==> src/rtl/core/spl_pkg.sv <==
`timescale 1ns / 1ps
`default_nettype none
// ----------------------------------------------------------------------------
// Sorted price level table package
// Word formats, command and status codes, and the cell control word shared
// by the table cells and the top level.
// ----------------------------------------------------------------------------
package spl_pkg;

  // Command codes of an input word.
  localparam logic [1:0] CMD_FIND   = 2'd0;
  localparam logic [1:0] CMD_INSERT = 2'd1;
  localparam logic [1:0] CMD_ERASE  = 2'd2;

  // Status codes of a result word.
  localparam logic [2:0] ST_FOUND     = 3'd0;
  localparam logic [2:0] ST_INSERTED  = 3'd1;
  localparam logic [2:0] ST_NOT_FOUND = 3'd2;
  localparam logic [2:0] ST_FULL      = 3'd3;
  localparam logic [2:0] ST_ERASED    = 3'd4;
  localparam logic [2:0] ST_DEFERRED  = 3'd5;
  localparam logic [2:0] ST_BAD_POS   = 3'd6;

  typedef struct packed {
    logic [1:0]         cmd;
    logic               side;
    logic signed [31:0] price;
    logic [7:0]         position;
  } in_word_t;

  typedef struct packed {
    logic [2:0]         status;
    logic [7:0]         level_index;
    logic signed [31:0] best_bid;
    logic               bids_active;
    logic signed [31:0] best_ask;
    logic               asks_active;
  } out_word_t;

  // What every cell does in a cycle.
  typedef enum logic [1:0] {
    CELL_HOLD,
    CELL_CMP,
    CELL_INS,
    CELL_DEL
  } cell_op_e;

  typedef struct packed {
    cell_op_e op;
    logic     side;
  } cell_ctrl_t;

endpackage
`default_nettype wire

==> src/rtl/core/spl_cell.sv <==
`timescale 1ns / 1ps
`default_nettype none
// ----------------------------------------------------------------------------
// Price level table cell
// Holds the bid and ask entry of one table position, compares the selected one
// with the broadcast price and shifts with its neighbors on insert and erase.
// ----------------------------------------------------------------------------
module spl_cell #(
  parameter int PRICE_BITS = 32,
  parameter int CNT_W      = 9,
  parameter int IDX_W      = 8,
  parameter int CMP_W      = 9,
  parameter int IDX        = 0
) (
  input  wire logic                         clk_i,
  input  wire logic                         rst_ni,
  input  wire spl_pkg::cell_ctrl_t          ctrl_i,
  input  wire logic signed [PRICE_BITS-1:0] price_i,
  input  wire logic [CNT_W-1:0]             cnt_i,
  input  wire logic [CMP_W-1:0]             pos_i,
  input  wire logic [IDX_W-1:0]             tgt_i,
  input  wire logic [PRICE_BITS-1:0]        left_i,
  input  wire logic [PRICE_BITS-1:0]        right_i,
  input  wire logic                         lt_left_i,
  output logic [PRICE_BITS-1:0]             val_o,
  output logic                              lt_o,
  output logic                              eq_o,
  output logic [PRICE_BITS-1:0]             pick_o
);
  import spl_pkg::*;

  localparam logic [CNT_W-1:0] IDX_CNT = CNT_W'(IDX);
  localparam logic [CMP_W-1:0] IDX_CMP = CMP_W'(IDX);
  localparam logic [IDX_W-1:0] IDX_SEL = IDX_W'(IDX);

  logic [PRICE_BITS-1:0]        bid_q, bid_d;
  logic [PRICE_BITS-1:0]        ask_q, ask_d;
  logic signed [PRICE_BITS-1:0] cur;
  logic [PRICE_BITS-1:0]        nxt;
  logic                         in_use;
  logic                         lt_q, eq_q;

  assign cur    = ctrl_i.side ? ask_q : bid_q;
  assign in_use = IDX_CNT < cnt_i;

  always_comb begin
    case (ctrl_i.op)
      CELL_INS: nxt = lt_q ? cur : (lt_left_i ? price_i : left_i);
      CELL_DEL: nxt = (IDX_CMP >= pos_i) ? right_i : cur;
      default:  nxt = cur;
    endcase
    bid_d = ctrl_i.side ? bid_q : nxt;
    ask_d = ctrl_i.side ? nxt : ask_q;
  end

  always_ff @(posedge clk_i) begin
    bid_q <= bid_d;
    ask_q <= ask_d;
  end

  always_ff @(posedge clk_i or negedge rst_ni) begin
    if (!rst_ni) begin
      lt_q <= 1'b0;
      eq_q <= 1'b0;
    end else if (ctrl_i.op == CELL_CMP) begin
      lt_q <= in_use && (cur < price_i);
      eq_q <= in_use && (cur == price_i);
    end
  end

  assign val_o  = cur;
  assign lt_o   = lt_q;
  assign eq_o   = eq_q;
  assign pick_o = (tgt_i == IDX_SEL) ? cur : '0;

endmodule
`default_nettype wire

==> config.mk <==
export PLATFORM = sky130hd
export DESIGN_NAME = spl_cell
export DESIGN_NICKNAME = d
export VERILOG_FILES = /design/src/rtl/core/spl_pkg.sv /design/src/rtl/core/spl_cell.sv
export SDC_FILE = /design/constraint.sdc
export NUM_CORES = 1
export LEC_CHECK = 0
export BUFFER_PORTS_ARGS = -buffer_cell sky130_fd_sc_hd__buf_2
export CAP_MARGIN = 30
export CORE_UTILIZATION = 35
export DETAILED_ROUTE_END_ITERATION = 8
export PLACE_DENSITY_LB_ADDON = 0.12
export SETUP_SLACK_MARGIN = 0.02
export SLEW_MARGIN = 5
export SYNTH_ARGS = -nofsm -noshare
export SYNTH_HDL_FRONTEND = slang
export SYNTH_SLANG_ARGS = --single-unit
export TNS_END_PERCENT = 1
==> constraint.sdc <==
create_clock -name clk_i -period 3 [get_ports clk_i]
set_input_delay 0.3 -clock clk_i [delete_from_list [all_inputs] [get_ports clk_i]]
set_output_delay 0.3 -clock clk_i [all_outputs]
set_load 0.02 [all_outputs]
Word level (Yosys, flattened, before mapping):

Index checks and enable logic that the tools add are counted.

* reductions and logical operators: 3
* muxes and demuxes: 6
* magnitude comparators: 3
* eq/ne operators: 4

Operators by type and width (number)
* $mux 32: 5
* $pmux 32 s2: 1
* $eq 32x32->1: 1
* $lt 32x32->1: 1
* $ge 1x9->1 const A: 1
* $lt 1x9->1 const A: 1
* $logic_not 8->1: 1
* $eq 2x2->1 const B: 2
* $eq 2x1->1 const B: 1
* $logic_and 1x1->1: 2

* flip-flop bits (word level): 66
* output and inout bits: 66

Logic depth before layout (Yosys ltp):

Gate-level depths: netlist of run 1.

* depth after elaboration: 3
* depth in mapped cells: 11

Worst setup path before layout of run 1:

OpenSTA, ideal clock, no wires.

* path type: input-to-reg
* start: input port ctrl_i[0] in the netlist's numbering
* end: register lt_q, in the netlist lt_o
* slack: -0.074 ns
* buffers on the path: 2
* required time: 2.871 ns
* cell stages on the path: 11
* arrival time: 2.945 ns
* path through: clkbuf_1 buf_1 mux2i_1 inv_1 ha_1 a41o_1 a21oi_1 nor3_1 or4b_1 a32oi_1 o31ai_1

* longest elaborated chain between the ends: 3

Ends and longest elaborated chain
* from (decl): RTL line spl_cell.sv:17 `input wire spl_pkg::cell_ctrl_t ctrl_i,`
* $mux 32: RTL line spl_cell.sv:43 `assign cur = ctrl_i.side ? ask_q : bid_q;`
* net val_o[23]: RTL line spl_cell.sv:25 `output logic [PRICE_BITS-1:0] val_o,`
* $lt 32x32->1: RTL line spl_cell.sv:66 `lt_q <= in_use && (cur < price_i);`
* $logic_and 1x1->1: RTL line spl_cell.sv:66
* to (signal assigned): RTL line spl_cell.sv:66
* to (decl): RTL line spl_cell.sv:41 `logic lt_q, eq_q;`

The timed path passes the listed nets, and every way through them passes these cells.
A chain may end at the register's enable or synchronous reset.

Final worst setup path of run 1:

* start: input port ctrl_i[0] in the netlist's numbering
* end: register lt_q, in the netlist lt_o

* longest elaborated chain between the ends: 3

Ends and longest elaborated chain (RTL line)
* $mux 32: spl_cell.sv:43
* $lt 32x32->1: spl_cell.sv:66
* $logic_and 1x1->1: spl_cell.sv:66

Every way passes these cells.

==> results of run 1 <==
## worst max-delay path: cells and delay by family
kind / cells / cell delay [ns]
mux: 1 / 0.30
compound gates: 4 / 0.62
simple gates: 2 / 0.60
fa+ha+maj: 1 / 0.30
buf+inv: 3 / 0.64
## stage by stage
stage / setup WS (ns) / instances
finish: 0.435 / 808
global route: 0.245 / 808
CTS: 0.439 / 808
detailed placement: 0.0911 / 791
global placement: 0.158 / 791
floorplan: 0.0553 / 431
## power by group
part	internal (mW)	switching, mW	leakage (nW)
registers	1.18	0.0361	0.667
clock network	0.730	0.393	0.153
logic	0.346	0.524	2.27
total	2.26	0.953	3.09
## registers in the layout (all words and copies together) (netlist names)
| register | count |
|---|---|
| ask_q | 32 |
| eq_o | 1 |
| lt_o | 1 |
| bid_q | 32 |
## cell type report
cell class / instances / area, sq um
inverter: 66 / 248
fill: 1176 / 6140
clock inverter: 6 / 90.1
timing repair buffer: 215 / 1140
clock buffer: 10 / 229
multi-input combinational: 277 / 2080
sequential: 66 / 1970
tap: 168 / 210
## routing by layer
| layer | up-vias | global-route usage | part of all wire |
|---|---|---|---|
| met5 | - | 0 | 0 |
| met3 | 11 | 0.0319 | 0.053 |
| li1 | 1993 | - | - |
| met4 | 0 | 0.0615 | 0.013 |
| met2 | 147 | 0.331 | 0.47 |
| met1 | 1852 | 0.261 | 0.47 |
## kinds of logic after synthesis
kind of cell / after synthesis
multiplexers: 64
buffers and inverters: 88
AO/OA/AOI/OAI: 77
AND/OR/NAND/NOR: 104
flip-flops: 66
adder cells (fa/ha/maj): 32
## placed cells by master, fill, tap and decap left out, drive strengths merged, types with 13 or more instances in the layout
| cell type | instances |
|---|---|
| buf | 214 |
| inv | 67 |
| edfxtp | 64 |
| mux2i | 63 |
| nand2 | 41 |
| nor2 | 37 |
| ha | 32 |
| o221ai | 31 |
| a21oi | 16 |
| o211ai | 13 |
## worst min-delay path by stage
stage	start	to	slack, ns	cells after the start
final	right_i[6]	bid_q[6]	0.29	3
after global placement	rst_ni	eq_o	0.11	1
after global routing	right_i[3]	ask_q[3]	0.30	3
after floorplan	rst_ni	eq_o	0.004	0
after CTS	right_i[12]	ask_q[12]	0.28	3
after detailed placement	rst_ni	eq_o	0.11	1
==> flow_metrics.env, run 1 <==
export IMPL_synth_simple_area_share=0.103
export IMPL_synth_edf_count=64
export IMPL_grt_setup_unrepaired="no"
export IMPL_gp_congestion=0.815
export IMPL_synth_fa_ha_area_frac=0.0913
export IMPL_synth_most_common_cell="inv_1"
export IMPL_grt_pass1_vias=3859
export IMPL_track_usage=0.198
export IMPL_fmax_mhz=390
export IMPL_grt_max_degree=29
export IMPL_post_cts_buffers=0
export IMPL_utilization=0.493
export IMPL_tightest_slew_ns=0.840
export IMPL_synthCells=431
export IMPL_r2r_start="ask_q[19]"
export IMPL_synth_area_leaders="edfxtp_1 (44%), mux2i_1 (14%), ha_1 (9.1%)"
export IMPL_cts_buffer_depth=2
export IMPL_via_count=4003
export IMPL_path_cells="buf_4 > buf_4 > mux2i_1 > inv_1 > ha_1 > a41o_1 > a21oi_1 > nor3_1 > or4b_1 > a32oi_1 > o31ai_1"
export IMPL_dr_pass1_iters=4
export IMPL_drtIter0Drc=204
export IMPL_place_area_sq_um=5640
export IMPL_seq_area_frac_synth=0.450
export IMPL_synth_flop_cell="edfxtp_1"
export IMPL_hold_buffers=1
export IMPL_post_route_min_period_ns=2.56
export IMPL_cts_buffers=9
export IMPL_drv_slew=0
export IMPL_clk_latency_ns=0.33
export IMPL_finalCritPeriodShare=0.855
export IMPL_hold_viol=0
export IMPL_p_per_area_nw_per_um2=538
export IMPL_cts_repair_resized=0
export IMPL_grt_first_pass_wirelength_mm=19.6
export IMPL_r2r_cells=8
export IMPL_synth_fp_nets=591
export IMPL_cts_max_level=3
export IMPL_max_stage_delay_ns=0.54
export IMPL_antenna_found_initial=0
export IMPL_critPathCapture="lt_o"
export IMPL_avgSynthCellArea_sq_um=10.2
export IMPL_peakVddDrop_v=0.000300
export IMPL_wirelength_mm=12.9
export IMPL_endpoint_kind="flop"
export IMPL_fin_setup_tns_ns=0
export IMPL_boundaryPins=194
export IMPL_die_w_um=114
export IMPL_layout_drive_gt1_share=0.364
export IMPL_die_area_sq_um=13000
export IMPL_p_leak_nw=3.09
export IMPL_syn2layout_area_growth_pct=36.1
export IMPL_clockRootBuffer="clkbuf_16"
export IMPL_cts_tree="yes"
export IMPL_synth_compound_area_frac=0.133
export IMPL_slew_headroom=0.439
export IMPL_start_util=0.362
export IMPL_grt_overflow=0
export IMPL_drcViolationCount=0
export IMPL_fin_area_sq_um=5970
export IMPL_via_per_inst=4.95
export IMPL_status="finished clean"
export IMPL_max_cap_violations=0
export IMPL_yosys_top_cells_count="inv_1 (66), edfxtp_1 (64), mux2i_1 (63)"
export IMPL_synthXorXnorAreaFrac=0
export IMPL_synth_top_family_by_area="multiplexers"
export IMPL_start_kind="input pin"
export IMPL_crit_fanout=15
export IMPL_reg2reg_slack_ns=0.50
export IMPL_netlist_area_sq_um=4380
export IMPL_ant_nets=0
export IMPL_p_total_mw=3.21
export IMPL_cts_sinks=66
export IMPL_core_sq_um=12100
export IMPL_synth_cell_types=36
export IMPL_fin_nets=795
export IMPL_synth_top_area_share=0.438
export IMPL_ys_warn_count=0
export IMPL_cp_slowest_cell="or4b_1"
export IMPL_rows=40
export IMPL_yosysTopAreaCell="edfxtp_1"
export IMPL_diodes=0
export IMPL_avgRoutedWirePerCell_um=16.0
export IMPL_synth_seq_cells=66
export IMPL_critical_path_class="in2reg"
export IMPL_setup_viol=0
export IMPL_skew_ns=0.00964
export IMPL_portBuffers=193
export IMPL_dpl_hpwl_mm=10.2
export IMPL_die_y_um=114
export IMPL_whs_ns=0.286
export IMPL_critPathLaunch="ctrl_i[0]"
export IMPL_synth_mux_area_frac=0.146
export IMPL_async_reset_ff_frac=0.0303
export IMPL_cpMostUsedCell="buf_4"
export IMPL_hold_class="in2reg"
export IMPL_worstPathArrival_ns=2.77
export IMPL_clkTransAtPathRegs_ns=0.06
export IMPL_worstReg2RegEnd="lt_o"
export IMPL_required_ns=3.21
Note: power is estimated with default switching activity, not from simulation.
==> run 2: changes to the inputs <==
==> constraint.sdc (replaced) <==
create_clock -name clk_i -period 3 [get_ports clk_i]
set_input_delay 0.3 -clock clk_i [delete_from_list [all_inputs] [get_ports clk_i]]
set_output_delay 0.3 -clock clk_i [all_outputs]
set_load 0.1 [all_outputs]
==> flow_metrics.env, run 2 (synthesis gave the netlist of run 1 again) <==
export IMPL_status="finished clean"
export IMPL_clk_latency_ns=0.33
export IMPL_die_y_um=114
export IMPL_use_met1=0.274
export IMPL_slew_headroom=0.596
export IMPL_place_area_sq_um=5710
export IMPL_fin_nets=792
export IMPL_path_cells="buf_4 > buf_12 > mux2i_4 > clkinvlp_4 > ha_4 > a41o_1 > a21oi_1 > nor3_1 > or4b_4 > a32oi_1 > o31ai_1"
export IMPL_drcViolationCount=0
export IMPL_p_total_mw=3.55
export IMPL_largest_registers="ask_q x32, bid_q x32"
export IMPL_peakVddDrop_v=0.000311
export IMPL_wirelength_mm=13.2
export IMPL_drtIter0Drc=155
export IMPL_final_seq_area_sq_um=1970
export IMPL_max_stage_delay_ns=0.52
export IMPL_layout_common_cells="buf_2 (192), edfxtp_1 (64), inv_1 (63)"
export IMPL_cts_repair_resized=0
export IMPL_start_kind="input pin"
export IMPL_avgRoutedWirePerCell_um=16.4
export IMPL_start_util=0.362
export IMPL_cts_max_level=3
export IMPL_p_leak_nw=3.05
export IMPL_grt_busiest_layer="met2"
export IMPL_ant_nets=0
export IMPL_worstPathArrival_ns=2.72
export IMPL_clockRootBuffer="clkbuf_16"
export IMPL_fin_area_sq_um=6000
export IMPL_setup_viol=0
export IMPL_via_count=4010
export IMPL_dp_slack_ns=0.143
export IMPL_grt_use_met2=0.343
export IMPL_max_cap_violations=0
export IMPL_grt_first_pass_wirelength_mm=20.5
export IMPL_syn2layout_area_growth_pct=36.9
export IMPL_dr_pass1_iters=5
export IMPL_finalCritPeriodShare=0.838
export IMPL_reg2reg_slack_ns=0.50
export IMPL_grt_pass1_vias=3947
export IMPL_skew_ns=0.00532
export IMPL_tightest_slew_ns=0.605
export IMPL_drv_slew=0
export IMPL_layout_commonest_cell="buf_2"
export IMPL_grt_setup_unrepaired="no"
export IMPL_layout_drive_gt1_share=0.371
export IMPL_hold_viol=0
export IMPL_post_route_min_period_ns=2.52
export IMPL_n_fill_cell=1185
export IMPL_cts_buffers=9
export IMPL_crit_fanout=22
export IMPL_grt_overflow=0
export IMPL_die_area_sq_um=13000
export IMPL_fmax_mhz=398
export IMPL_grt_use_met3=0.0377
export IMPL_endpoint_kind="flop"
export IMPL_diodes=0
export IMPL_cp_slowest_cell="or4b_4"
export IMPL_critPathBufInv=3
export IMPL_cts_tree="yes"
export IMPL_cts_sinks=66
export IMPL_core_sq_um=12100
export IMPL_antenna_found_initial=0
export IMPL_required_ns=3.20
export IMPL_p_per_area_nw_per_um2=591
export IMPL_hold_class="in2reg"
export IMPL_via_per_inst=4.99
export IMPL_portBuffers=193
export IMPL_whs_ns=0.284
export IMPL_critical_path_class="in2reg"
export IMPL_fin_setup_tns_ns=0
export IMPL_gp_congestion=0.829
export IMPL_rows=40
export IMPL_track_usage=0.207
export IMPL_fin_ws_ns=0.485
export IMPL_critical_path_top_delay_family="compound AO/OA/AOI/OAI gates"
export IMPL_dpl_hpwl_mm=10.2
export IMPL_die_w_um=114
export IMPL_cts_buffer_depth=2
export IMPL_grt_max_degree=32
export IMPL_multi_input_area_sq_um=2160
export IMPL_boundaryPins=194
export IMPL_clkTransAtPathRegs_ns=0.05
[run 2: cell count changes in the layout (fill, tap and decap cells not counted), sizes merged]
cell      before  now
buf          214  211
bufinv         2    1
clkbuf        10   11
clkinv         2    3
clkinvlp       1    3
inv           67   63
[run 2: metal layers]
layer / share of wire / routed length (um)
met5: 0 / 0
met4: 0.011 / 146
met3: 0.061 / 808
met2: 0.47 / 6190
met1: 0.46 / 6020
[run 2: worst reg2reg max path: cells and delay by family, from the launching register on]
kind            cells  cell delay (ns)
compound gates      5             0.84
fa+ha+maj           1             0.26
buf+inv             1             0.17
flops               1             0.40
mux                 1             0.24
simple gates        1             0.47
[run 2: power breakdown]
part / switching, mW / internal [mW] / total, mW
sequential: 0.0390 / 1.18 / 1.22
clock: 0.364 / 0.633 / 0.997
combinational: 0.972 / 0.356 / 1.33
total: 1.38 / 2.17 / 3.55
[run 2: worst paths after layout]
check                            startpoint        end  cells past startpoint
worst max-delay path              ctrl_i[0]       lt_o                     11
worst min-delay path            right_i[25]  ask_q[25]                      3
worst max register to register    bid_q[17]       lt_o                      9
worst min register to register         eq_o       eq_o                      1
max in group asynchronous            rst_ni       lt_o                      2
min in group asynchronous            rst_ni       eq_o                      2
[run 2: cell type report]
cell class	instances	area share
Clock buffer	11	0.0388
Clock inverter	4	0.00730
Inverter	66	0.0432
Multi-Input combinational cell	277	0.359
Sequential cell	66	0.329
Tap cell	168	0.0350
Timing Repair Buffer	212	0.188
[run 2: what timing repair did]
| item | CTS | global route |
|---|---|---|
| hold endpoints to repair | 2 | 0 |
| setup buffers | 0 | 0 |
| hold buffers | 1 | 0 |
| endpoints found under the setup margin | 0 | 0 |
[run 2: stage by stage]
step | util | cells
finish | 0.495 | 804
global route | 0.495 | 804
CTS | 0.495 | 804
detailed placement | 0.472 | 788
global placement | 0.472 | 788
floorplan | - | 431
